### src/rtl/cna_pkg.sv
// Shared types and constants for the complex arithmetic unit.
// Depends on nothing; every other rtl file imports it.
`default_nettype none

package cna_pkg;

    localparam int WORD_W     = 32;
    localparam int DIV_W      = 16;
    localparam int ITER_STEPS = 32;

    localparam logic [31:0] WORD_MAX = 32'h7FFF_FFFF;
    localparam logic [31:0] WORD_MIN = 32'h8000_0000;

    // incoming operation codes
    localparam logic [2:0] MODE_ADD  = 3'd0;
    localparam logic [2:0] MODE_SUB  = 3'd1;
    localparam logic [2:0] MODE_MUL  = 3'd2;
    localparam logic [2:0] MODE_CONJ = 3'd3;
    localparam logic [2:0] MODE_MAG  = 3'd4;
    localparam logic [2:0] MODE_DIV  = 3'd5;

    // classified operation, as the back end sees it
    typedef enum logic [2:0] {
        OP_ADD,
        OP_SUB,
        OP_MUL,
        OP_CONJ,
        OP_MAG,
        OP_DIV,
        OP_DIVZ,
        OP_NONE
    } op_t;

    typedef enum logic [1:0] {
        ST_OK   = 2'd0,
        ST_SAT  = 2'd1,
        ST_DIVZ = 2'd2
    } status_t;

    typedef struct packed {
        logic        [2:0]  mode;
        logic signed [31:0] a_re;
        logic signed [31:0] a_im;
        logic signed [31:0] b_re;
        logic signed [31:0] b_im;
        logic signed [15:0] divisor;
    } cna_in_t;

    typedef struct packed {
        logic signed [31:0] res_re;
        logic signed [31:0] res_im;
        logic        [1:0]  status;
    } cna_out_t;

    typedef struct packed {
        op_t                op;
        logic signed [31:0] a_re;
        logic signed [31:0] a_im;
        logic signed [31:0] b_re;
        logic signed [31:0] b_im;
        logic signed [15:0] divisor;
    } cmd_t;

    // state carried through the iterative square root / divide stages
    typedef struct packed {
        op_t         op;
        logic [31:0] res_re;
        logic [31:0] res_im;
        status_t     status;
        logic [63:0] rad;
        logic [33:0] srem;
        logic [31:0] root;
        logic [31:0] dq_re;
        logic [15:0] dr_re;
        logic [31:0] dq_im;
        logic [15:0] dr_im;
        logic [15:0] dabs;
        logic        neg_re;
        logic        neg_im;
    } iter_t;

endpackage

`default_nettype wire

### src/rtl/cna_queue.sv
// Short queue of classified commands between front and back end.
// Depends on cna_pkg.
`default_nettype none

module cna_queue #(
    parameter int DEPTH = 4
) (
    input  wire                aclk,
    input  wire                aresetn,
    input  wire                in_valid,
    output logic               in_ready,
    input  wire cna_pkg::cmd_t in_cmd,
    output logic               out_valid,
    input  wire                out_ready,
    output cna_pkg::cmd_t      out_cmd
);
    import cna_pkg::*;

    localparam int PTR_W = (DEPTH > 1) ? $clog2(DEPTH) : 1;
    localparam int CNT_W = $clog2(DEPTH + 1);

    cmd_t             slot_reg [DEPTH];
    logic [PTR_W-1:0] wr_ptr_reg, wr_ptr_next;
    logic [PTR_W-1:0] rd_ptr_reg, rd_ptr_next;
    logic [CNT_W-1:0] count_reg, count_next;
    logic             push, pop;

    assign in_ready  = (count_reg != CNT_W'(DEPTH));
    assign out_valid = (count_reg != '0);
    assign out_cmd   = slot_reg[rd_ptr_reg];
    assign push      = in_valid && in_ready;
    assign pop       = out_valid && out_ready;

    always_comb begin
        wr_ptr_next = wr_ptr_reg;
        rd_ptr_next = rd_ptr_reg;
        count_next  = count_reg;
        if (push) begin
            wr_ptr_next = (wr_ptr_reg == PTR_W'(DEPTH - 1)) ? '0 : wr_ptr_reg + 1'b1;
        end
        if (pop) begin
            rd_ptr_next = (rd_ptr_reg == PTR_W'(DEPTH - 1)) ? '0 : rd_ptr_reg + 1'b1;
        end
        if (push && !pop) begin
            count_next = count_reg + 1'b1;
        end else if (pop && !push) begin
            count_next = count_reg - 1'b1;
        end
    end

    always_ff @(posedge aclk) begin
        if (!aresetn) begin
            wr_ptr_reg <= '0;
            rd_ptr_reg <= '0;
            count_reg  <= '0;
        end else begin
            wr_ptr_reg <= wr_ptr_next;
            rd_ptr_reg <= rd_ptr_next;
            count_reg  <= count_next;
        end
    end

    always_ff @(posedge aclk) begin
        if (push) begin
            slot_reg[wr_ptr_reg] <= in_cmd;
        end
    end

endmodule

`default_nettype wire

### config.mk
export PLATFORM = sky130hd
export DESIGN_NAME = cna_queue
export DESIGN_NICKNAME = d
export VERILOG_FILES = /design/src/rtl/cna_pkg.sv /design/src/rtl/cna_queue.sv
export SDC_FILE = /design/constraint.sdc
export NUM_CORES = 1
export LEC_CHECK = 0
export ABC_CLOCK_PERIOD_IN_PS = 3400
export BUFFER_PORTS_ARGS = -buffer_cell sky130_fd_sc_hd__buf_2
export CAP_MARGIN = 10
export CORE_MARGIN = 2
export CORE_UTILIZATION = 57
export DETAILED_ROUTE_END_ITERATION = 10
export PLACE_DENSITY = 0.79
export SLEW_MARGIN = 10
export SYNTH_ARGS = -nofsm -noshare
export SYNTH_HDL_FRONTEND = slang
export SYNTH_SLANG_ARGS = --single-unit
export TNS_END_PERCENT = 30
### constraint.sdc
create_clock -name aclk -period 3.4 [get_ports aclk]
set_input_delay 0.17 -clock aclk [delete_from_list [all_inputs] [get_ports aclk]]
set_output_delay 0.17 -clock aclk [all_outputs]
set_load 0.01 [all_outputs]
[Word-level counts from Yosys, hierarchy flattened]
Memories as Yosys holds them, arrays and structs flattened. A register that Yosys moved wholly into a read port is not among the register bits.
Cells that the tools add are included.
Word-level totals
  flip-flop bits (word level): 7
  bits in writable memories: 588
  input bits: 151
  output and inout bits: 149
  word-level logic and storage cells: 27
  memories: 1
Operators by class
  add/subtract/negate cells: 4
  equality and inequality tests: 3
  muxes and demuxes: 8
  reduce and logical (&&, ||, !) cells: 8
Memories
  slot_reg: depth 4, width 147, rd ports 1, clocked after memory_dff 1, wr ports 1, line cna_queue.sv:22  | cmd_t slot_reg [DEPTH];
Operators by type and width (count)
  $mux 2: 4
  $mux 3: 2
  $add 2x1->2 const B: 2
  $eq 2x2->1 const B: 2
  $logic_and 1x1->1: 4
  $add 3x1->3 const B: 1
  $ne 3x3->1 const B: 1
  $reduce_bool 3->1: 1
  $sub 3x1->3 const B: 1
  $logic_not 1->1: 2
  $mux 1: 2
  $reduce_bool 2->1: 1

[Longest topological paths before layout]
Gate-level depths: netlist of the first run.
  word-level depth: 6
  gate-level depth with buffers: 9
  depth with buffers taken out: 8

[Least setup slack after synthesis of the first run]
Ideal clock, no wire load.
  path kind: register to register
  from: register count_reg[0]
  to: memory slot_reg[0][0] in the netlist's numbering (enable)
  library setup time: 0.442 ns
  arrival: 2.487 ns
  data required time: 2.958 ns
  path slack: 0.472 ns
  stages on the path, launching flop included: 4
  buffers on the path: 1
  clock period less this slack: 2.928 ns
  cells stage by stage: dfxtp_1 > or3b_1 > buf_6 > and3_2
Between the ends
  cells in the longest elaborated chain, start to end: 4
Ends and longest elaborated chain
  start, declared: line cna_queue.sv:25  | logic [CNT_W-1:0] count_reg, count_next;
  start signal, assigned: line cna_queue.sv:59  | count_reg <= count_next;
  $ne 3x3->1: line cna_queue.sv:28  | assign in_ready = (count_reg != CNT_W'(DEPTH));
  net in_ready: line cna_queue.sv:11  | output logic in_ready,
  $logic_and 1x1->1: line cna_queue.sv:31  | assign push = in_valid && in_ready;
  $mux 1: line cna_queue.sv:64  | if (push) begin
  $mux 1 (not written as such): line cna_queue.sv:65  | slot_reg[wr_ptr_reg] <= in_cmd;
  end, declared: line cna_queue.sv:22
The timed path passes the listed nets, and every way through them passes these cells.

==> flow_summary.json, run 1 <==
{
  "vias": 10580,
  "cts_setup_buffers": 0,
  "largest_reg_flops": 588,
  "grt_pass1_vias": 11330,
  "die_y_um": 199.2,
  "power.density_nw_per_um2": 713.4,
  "clkTransAtPathRegs_ns": 0.06,
  "setup_ws_ns": 0.7526,
  "dp_hpwl_um": 24230,
  "wl_per_cell_um": 23.33,
  "tritoncts": "done",
  "min_path_type": "input port to flop",
  "synthesis.area_um2": 21720,
  "slew_viol_final": 0,
  "slowest_delay_ns": 0.68,
  "synthDistinctLibCells": 27,
  "grt.overflow.total": 0,
  "setup_viol": 0,
  "slew_headroom": 0.5477,
  "clockRootBuffer": "clkbuf_16",
  "clockBufferDepth": 3,
  "rows": 71,
  "tightestPinTransition_ns": 0.6784,
  "grt_max_degree": 75,
  "yosys_warnings": 0,
  "crit_family": "flip-flops",
  "drive_gt1_frac": 0.4105,
  "cts_buffers": 55,
  "fmax_ghz": 0.3777,
  "synthTopCellsByArea": "edfxtp_1 81%, mux4_2 15%, dfxtp_1 0.83%, buf_6 0.83%, buf_2 0.35%",
  "outcome": "finished clean",
  "irDropWorstVdd_mv": 0.4950,
  "ioPinCount": 300,
  "fin_setup_tns_ns": 0,
  "synth_top_area_frac": 0.8130,
  "clock_latency_ns": 0.59,
  "ant_nets": 0,
  "avgSynthCellArea_um2": 26.52,
  "nets": 1471,
  "core_um2": 37580,
  "maxCapViolCount": 0,
  "crit_fanout": 25,
  "initial_core_util": 0.5780,
  "syn_to_final_growth_pct": 25.52,
  "worstPathArrival_ns": 2.48,
  "required_ns": 3.23,
  "final_util": 0.7254,
  "io_buffers": 299,
  "dieArea_um2": 39680,
  "hold_ws_ns": 0.03406,
  "finalCritPeriodShare": 0.7786,
  "drc": 0,
  "power_leakage_nw": 9.229,
  "period_minus_slack_ns": 2.647,
  "rsz0062_at_grt": "no",
  "crit_chain": "buf_4 > mux4_2 > buf_2",
  "drtPass1Iterations": 5,
  "cp-start-kind": "flop",
  "synth_cells": 819,
  "ys_ff_latch": 597,
  "synth-seq-area-share": 0.8213,
  "routed_wl_um": 43640,
  "synth_nets": 977,
  "min_delay_path_depth": 3,
  "dp_worst_setup_slack_ns": 0.9452,
  "chipWidth_um": 199.2,
  "grt_usage": 0.2228,
  "r2r_cells": 7,
  "via_per_inst": 5.655,
  "grt_pass1_wl_um": 65030,
  "crit_path_end_kind": "primary output",
  "dr.first_iter.drc_count": 773,
  "hold_violations": 0,
  "cpMaxStageDelayCell": "dfxtp_4",
  "finalClockSkew_ns": 0.008654,
  "worstPathBufferInverterCount": 2,
  "crit_type": "flop to primary output",
  "htreeDepth": 2,
  "antenna_found_initial": 4,
  "clkSinkCount": 597,
  "gp_congestion": 0.7348,
  "yosysTopAreaCell": "edfxtp_1",
  "crit_cells": 3
}
[layer usage]
metal,GRT usage,up-vias,part of all wire
met1,0.2799,5532,0.37
met4,0.07159,2,0.029
met3,0.06599,85,0.081
li1,-,4544,-
met5,0,-,0.00030
met2,0.3767,417,0.52
[synthesized netlist by cell type]
cell type,n
edfxtp_1,588
and3_2,4
o21ai_0,3
inv_1,3
o21ai_1,1
nand4_1,1
nor2b_1,1
mux4_2,147
fa_1,1
xor2_1,1
a21boi_0,1
nor2_1,2
mux2i_1,2
and2_1,1
buf_2,15
ha_1,6
nand2_1,5
xnor2_1,1
o31ai_1,1
buf_6,16
buf_4,1
or3_2,2
nand3_1,2
dfxtp_1,9
clkbuf_1,3
and2_4,1
or3b_1,1
[worst register-to-register path: stages, from the launching register on]
cell      delay, ns
dfxtp_1        0.36
o31ai_1        0.53
ha_1           0.30
inv_1          0.07
fa_1           0.37
xor2_1         0.16
or3_2          0.41
a21boi_0       0.16
[layout by cell type, fill, tap and decap left out]
master,instances
nand3_1,2
dlygate4sd3_1,151
and3_4,4
bufinv_16,7
nor2b_1,1
fa_1,1
xor2_1,1
ha_1,6
and2_1,1
dfxtp_4,2
clkinv_1,17
mux4_2,147
buf_2,299
xnor2_1,1
nor2_1,2
a21boi_0,1
or3_2,2
buf_12,14
o21ai_1,1
inv_1,3
nand2_1,5
dfxtp_1,7
diode_2,3
clkinvlp_4,1
nand4_1,1
mux2i_1,2
o31ai_1,1
clkbuf_1,4
clkbuf_16,57
edfxtp_1,588
clkinv_2,15
o21ai_0,3
and2_4,1
or3b_1,1
buf_4,8
[report_power, final]
group / switching [mW] / internal, mW
sequential: 0.282 / 8.91
combinational: 2.14 / 2.00
clock: 2.56 / 3.56
[metrics by stage]
stage	power, mW	cell area (um2)	cells
2_1_floorplan	11.85	21720	819
3_3_place_gp	13.26	23940	1616
3_5_place_dp	13.35	23940	1616
4_1_cts	19.60	27250	1868
5_1_grt	20.20	27260	1871
6_report	19.45	27260	1871
[repair_timing]
| action | in CTS | in global routing |
|---|---|---|
| gates resized for setup | 0 | 0 |
| hold buffers | 151 | 0 |
| hold endpoints to repair | 597 | 0 |
[cell families (layout without fill, tap and decap cells)]
group | after synthesis | after routing | share of synthesized area
buffers and inverters | 38 | 576 | 0.01313
DFF | 597 | 597 | 0.8213
AOI/OAI and AO/OA | 6 | 6 | 0.001613
muxes | 149 | 149 | 0.1534
adders and majority gates | 7 | 7 | 0.004378
xor gates and xnor gates | 2 | 2 | 0.0008067
and+or+nand+nor | 20 | 20 | 0.005416
other | 0 | 3 | 0
[cell type report]
class                      count  area (um2)
antenna                        3       7.507
clock buffer                  61        1441
clock inverter                40       356.6
fill                        2083       10320
inverter                       3       11.26
multi-input combinational    184        3611
sequential                   597       17840
tap                          511       639.4
timing repair buffer         472        3348
[final timing paths]
check | slack [ns] | startpoint | to
max reg2reg | 0.96 | count_reg[0] | count_reg[2]
min | 0.03 | out_ready | flop
max | 0.75 | flop | out_cmd[45]
min reg2reg | 0.51 | wr_ptr_reg[1] | wr_ptr_reg[1]
Power figures use the tool's default switching activity.
==> inputs of run 2 (changes only) <==
--- a/config.mk
+++ b/config.mk
@@ -5,7 +5,7 @@
 export SDC_FILE = /design/constraint.sdc
 export NUM_CORES = 1
 export LEC_CHECK = 0
-export ABC_CLOCK_PERIOD_IN_PS = 3400
+export ABC_CLOCK_PERIOD_IN_PS = 2550
 export BUFFER_PORTS_ARGS = -buffer_cell sky130_fd_sc_hd__buf_2
 export CAP_MARGIN = 10
 export CORE_MARGIN = 2
==> constraint.sdc (replaced) <==
create_clock -name aclk -period 2.55 [get_ports aclk]
set_input_delay 0.1275 -clock aclk [delete_from_list [all_inputs] [get_ports aclk]]
set_output_delay 0.1275 -clock aclk [all_outputs]
set_load 0.01 [all_outputs]
==> run 2 against run 1 <==
Clock skew rose by 0.0076 ns. Largest cell class unchanged. Critical path type unchanged. Worst setup slack worse by 0.58 ns. Core utilization down 0.15 points. Final cell count is 0.48% higher. Clock power grew 24%. Critical endpoint is now out_cmd[100]. Global-route usage increased by 0.39 points. Design area down 0.20%. Via count down 0.30%. Combinational power grew 36%. Highest routed layer is now met4.
==> flow_summary.json, run 2 (synthesis gave the netlist of run 1 again) <==
{
  "final_cell_mix": "588 x edfxtp_1, 299 x buf_2, 152 x dlygate4sd3_1",
  "worstPathArrival_ns": 2.25,
  "routed_wl_um": 44710,
  "ioPinCount": 300,
  "final_common_cell": "edfxtp_1",
  "crit_chain": "buf_12 > buf_4 > mux4_2 > buf_2",
  "tritoncts": "done",
  "setup_ws_ns": 0.1728,
  "crit_path_end_kind": "primary output",
  "dp_hpwl_um": 24800,
  "drc": 0,
  "crit_type": "flop to primary output",
  "die_y_um": 199.2,
  "cp-start-kind": "flop",
  "min_path_type": "input port to flop",
  "clockBufferDepth": 3,
  "slew_viol_final": 0,
  "chipWidth_um": 199.2,
  "fin_setup_tns_ns": 0,
  "finalCritPeriodShare": 0.9322,
  "cts_buffers": 56,
  "initial_core_util": 0.5780,
  "power_leakage_nw": 9.193,
  "tightestPinTransition_ns": 0.5168,
  "power_mw": 25.39,
  "rsz0062_at_grt": "no",
  "gp_congestion": 0.7254,
  "dr.first_iter.drc_count": 687,
  "clock_latency_ns": 0.59,
  "vias": 10550,
  "dp_worst_setup_slack_ns": 0.2816,
  "grt_usage": 0.2267,
  "grt_max_degree": 76,
  "use_met3": 0.05806,
  "min_delay_path_depth": 2,
  "via_per_inst": 5.611,
  "slowest_delay_ns": 0.56,
  "drtPass1Iterations": 5,
  "core_um2": 37580,
  "slew_headroom": 0.6555,
  "r2r_cells": 8,
  "finalClockSkew_ns": 0.01625,
  "drive_gt1_frac": 0.4081,
  "top_usage_layer": "met2",
  "wl_per_cell_um": 23.78,
  "fmax_ghz": 0.4207,
  "rows": 71,
  "grt_pass1_vias": 11190,
  "setup_viol": 0,
  "outcome": "finished clean",
  "required_ns": 2.42,
  "largest_reg_flops": 588,
  "dieArea_um2": 39680,
  "cpMaxStageDelayCell": "mux4_2",
  "use_met2": 0.3844,
  "maxCapViolCount": 0,
  "nets": 1480,
  "period_minus_slack_ns": 2.377,
  "ant_nets": 0,
  "antenna_found_initial": 3,
  "hold_violations": 0,
  "io_buffers": 299,
  "htreeDepth": 2,
  "crit_fanout": 22,
  "syn_to_final_growth_pct": 25.26,
  "irDropWorstVdd_mv": 1.161,
  "grt.overflow.total": 0,
  "use_met1": 0.2871,
  "power.density_nw_per_um2": 933.3,
  "grt_pass1_wl_um": 66150,
  "clockRootBuffer": "clkbuf_16",
  "clkSinkCount": 597,
  "clkTransAtPathRegs_ns": 0.06
}
-- run 2: path summary, 6_finish.rpt --
path / from / endpoint / slack (ns)
worst max-delay path: flop / out_cmd[100] / 0.17
worst min-delay path: in_cmd[96] / slot_reg[2][96] / 0.29
worst max register to register: count_reg[0] / count_reg[2] / 0.25
worst min register to register: wr_ptr_reg[1] / wr_ptr_reg[1] / 0.51
-- run 2: layout make-up --
| cell class | count | area (um2) |
|---|---|---|
| Sequential cell | 597 | 17840 |
| Timing Repair Buffer | 480 | 3436 |
| Antenna cell | 4 | 10.01 |
| Clock buffer | 72 | 1483 |
| Multi-Input combinational cell | 184 | 3611 |
| Clock inverter | 29 | 170.2 |
| Tap cell | 511 | 639.4 |
| Fill cell | 2063 | 10370 |
| Inverter | 3 | 11.26 |
-- run 2: repair_timing --
action                                  CTS  global route
resized for setup                         0             0
hold buffers                            152             0
buffers inserted                          0             0
endpoints found under the setup margin    0             0
hold endpoints to repair                597             0
-- run 2: worst max-delay path: cells and delay by family (launching register included) --
family / cells / cell delay, ns
buf+inv: 3 / 0.70
mux: 1 / 0.56
flops: 1 / 0.38
-- run 2: where the power goes --
group	internal [mW]	switching (mW)
Combinational	2.69	2.94
Sequential	11.9	0.291
Clock	4.19	3.39
Total	18.8	6.63
-- run 2: metrics by stage --
step / cells / hold WS [ns] / instance area, um2 / util
floorplan: 819 / 0.2264 / 21720 / -
global placement: 1623 / 0.3363 / 24020 / 0.6392
detailed placement: 1623 / 0.3437 / 24020 / 0.6392
CTS: 1876 / 0.2394 / 27190 / 0.7237
global route: 1879 / 0.2725 / 27200 / 0.7239
finish: 1880 / 0.2863 / 27200 / 0.7240
-- run 2: layer usage --
layer	up-vias	wire length [um]
met5	-	0
met2	423	23150
met3	84	3372
li1	4557	-
met4	0	1317
met1	5484	16870
==> inputs of run 3 (changes only) <==
--- a/config.mk
+++ b/config.mk
@@ -12,6 +12,7 @@
 export CORE_UTILIZATION = 57
 export DETAILED_ROUTE_END_ITERATION = 10
 export PLACE_DENSITY = 0.79
+export RECOVER_POWER = 50
 export SLEW_MARGIN = 10
 export SYNTH_ARGS = -nofsm -noshare
 export SYNTH_HDL_FRONTEND = slang
==> run 3 against run 2 <==
Clock-buffer cell count stayed put. Non-clock buffer count stayed put. Register-to-register slack worse by 0.03 ns. Core utilization is 0.67 points lower. First-iteration DRC count is 3.9% lower. Sequential share of layout area is 0.61 points higher. Combinational power is 2% lower. Clock skew is 0.0017 ns lower. Via count is 0.51% lower. Critical endpoint unchanged. Largest power group unchanged.
==> flow_summary.json, run 3 (synthesis gave the netlist of run 1 again) <==
{
  "setup_ws_ns": 0.1738,
  "crit_family": "buffers and inverters",
  "tritoncts": "done",
  "dieArea_um2": 39680,
  "routed_wl_um": 44600,
  "irDropWorstVdd_mv": 1.162,
  "gp_congestion": 0.7254,
  "antenna_found_initial": 3,
  "required_ns": 2.42,
  "initial_core_util": 0.5780,
  "final_cell_mix": "588 x edfxtp_1, 166 x clkbuf_1, 152 x dlygate4sd3_1",
  "grt_max_degree": 76,
  "crit_path_end_kind": "primary output",
  "min_path_type": "input port to flop",
  "cpMaxStageDelayCell": "mux4_2",
  "cp-start-kind": "flop",
  "via_per_inst": 5.585,
  "fmax_ghz": 0.4208,
  "r2r_cells": 3,
  "slowest_delay_ns": 0.56,
  "power_leakage_nw": 8.766,
  "htreeDepth": 2,
  "clockRootBuffer": "clkbuf_16",
  "outcome": "finished clean",
  "finalCritPeriodShare": 0.9319,
  "io_buffers": 299,
  "largest_reg_flops": 588,
  "final_common_cell": "edfxtp_1",
  "slew_viol_final": 0,
  "rows": 71,
  "tightestPinTransition_ns": 1.208,
  "clock_latency_ns": 0.59,
  "core_um2": 37580,
  "drc": 0,
  "grt.overflow.total": 0,
  "rr_endpoint": "slot_reg[2][17]",
  "drtPass1Iterations": 5,
  "grt_pass1_vias": 11190,
  "wl_per_cell_um": 23.74,
  "nets": 1480,
  "finalClockSkew_ns": 0.01451,
  "hold_violations": 0,
  "worstPathBufferInverterCount": 3,
  "grt_usage": 0.2267,
  "setup_viol": 0,
  "power_mw": 25.31,
  "clkSinkCount": 597,
  "layoutNonFillerInstCount": 1879,
  "cts_buffers": 56,
  "ioPinCount": 300,
  "syn_to_final_growth_pct": 24.11,
  "period_minus_slack_ns": 2.376,
  "maxCapViolCount": 0,
  "hold_start": "in_cmd[96]",
  "detailed_place.area_um2": 24020,
  "crit_type": "flop to primary output",
  "worstReg2RegStart": "count_reg[0]",
  "placed_cells": 1623,
  "r2r_slack_ns": 0.22,
  "hold_ws_ns": 0.3371,
  "dp_hpwl_um": 24800,
  "dr.first_iter.drc_count": 660,
  "crit_cells": 4,
  "clockBufferDepth": 3,
  "power.density_nw_per_um2": 938.9,
  "crit_end": "out_cmd[100]",
  "drive_gt1_frac": 0.2960,
  "chipWidth_um": 199.2,
  "vias": 10490,
  "crit_chain": "buf_12 > buf_4 > mux4_2 > buf_2",
  "dp_worst_setup_slack_ns": 0.2816,
  "ant_nets": 0,
  "slew_headroom": 0.1947,
  "rsz0062_at_grt": "no",
  "grt_pass1_wl_um": 66150,
  "die_y_um": 199.2,
  "worstPathArrival_ns": 2.25,
  "fin_area_um2": 26950,
  "clkTransAtPathRegs_ns": 0.06,
  "crit_fanout": 22,
  "postCtsResizedCells": 0
}
-- run 3: worst register-to-register path, cell delays in order, from the launching register on --
cell     delay [ns]
dfxtp_1        0.43
or3b_1         0.27
and3_1         0.35
buf_4          0.84
-- run 3: cell type report --
class / count / area (um2)
well taps: 511 / 639.4
multi-input cells: 184 / 3597
clock inverters: 29 / 170.2
diodes: 3 / 7.507
flip-flops and latches: 597 / 17840
repair buffers: 480 / 3202
inverters: 3 / 11.26
fillers: 2183 / 10620
clock buffers: 72 / 1483
-- run 3: what timing repair did --
action / in CTS / in global routing
hold buffers: 152 / 0
buffers inserted: 0 / 0
hold endpoints to repair: 597 / 0
-- run 3: power by group --
part           switching [mW]  total [mW]  internal [mW]
registers               0.291        12.2           11.9
logic                    2.93        5.53           2.60
clock network            3.39        7.58           4.19
-- run 3: worst min-delay path by stage --
stage                            endpoint  slack [ns]  depth (start not counted)
after floorplan            slot_reg[0][0]        0.23                          0
after global placement    slot_reg[0][41]        0.34                          1
after detailed placement  slot_reg[2][55]        0.34                          1
after CTS                 slot_reg[1][55]        0.24                          2
after global routing       slot_reg[3][8]        0.33                          2
final                     slot_reg[2][96]        0.34                          2
-- run 3: stage by stage --
step                      utilization  setup TNS (ns)
after floorplan                     -         -222.26
after global placement         0.6392               0
after detailed placement       0.6392               0
after CTS                      0.7237               0
final                          0.7173               0
after global routing           0.7173               0
-- run 3: per-layer routing --
layer	track usage	wire length [um]	vias to the layer above
li1	-	-	4561
met4	0.08043	1307	0
met2	0.3844	23170	401
met5	0	0	-
met3	0.05806	3344	84
met1	0.2871	16780	5448
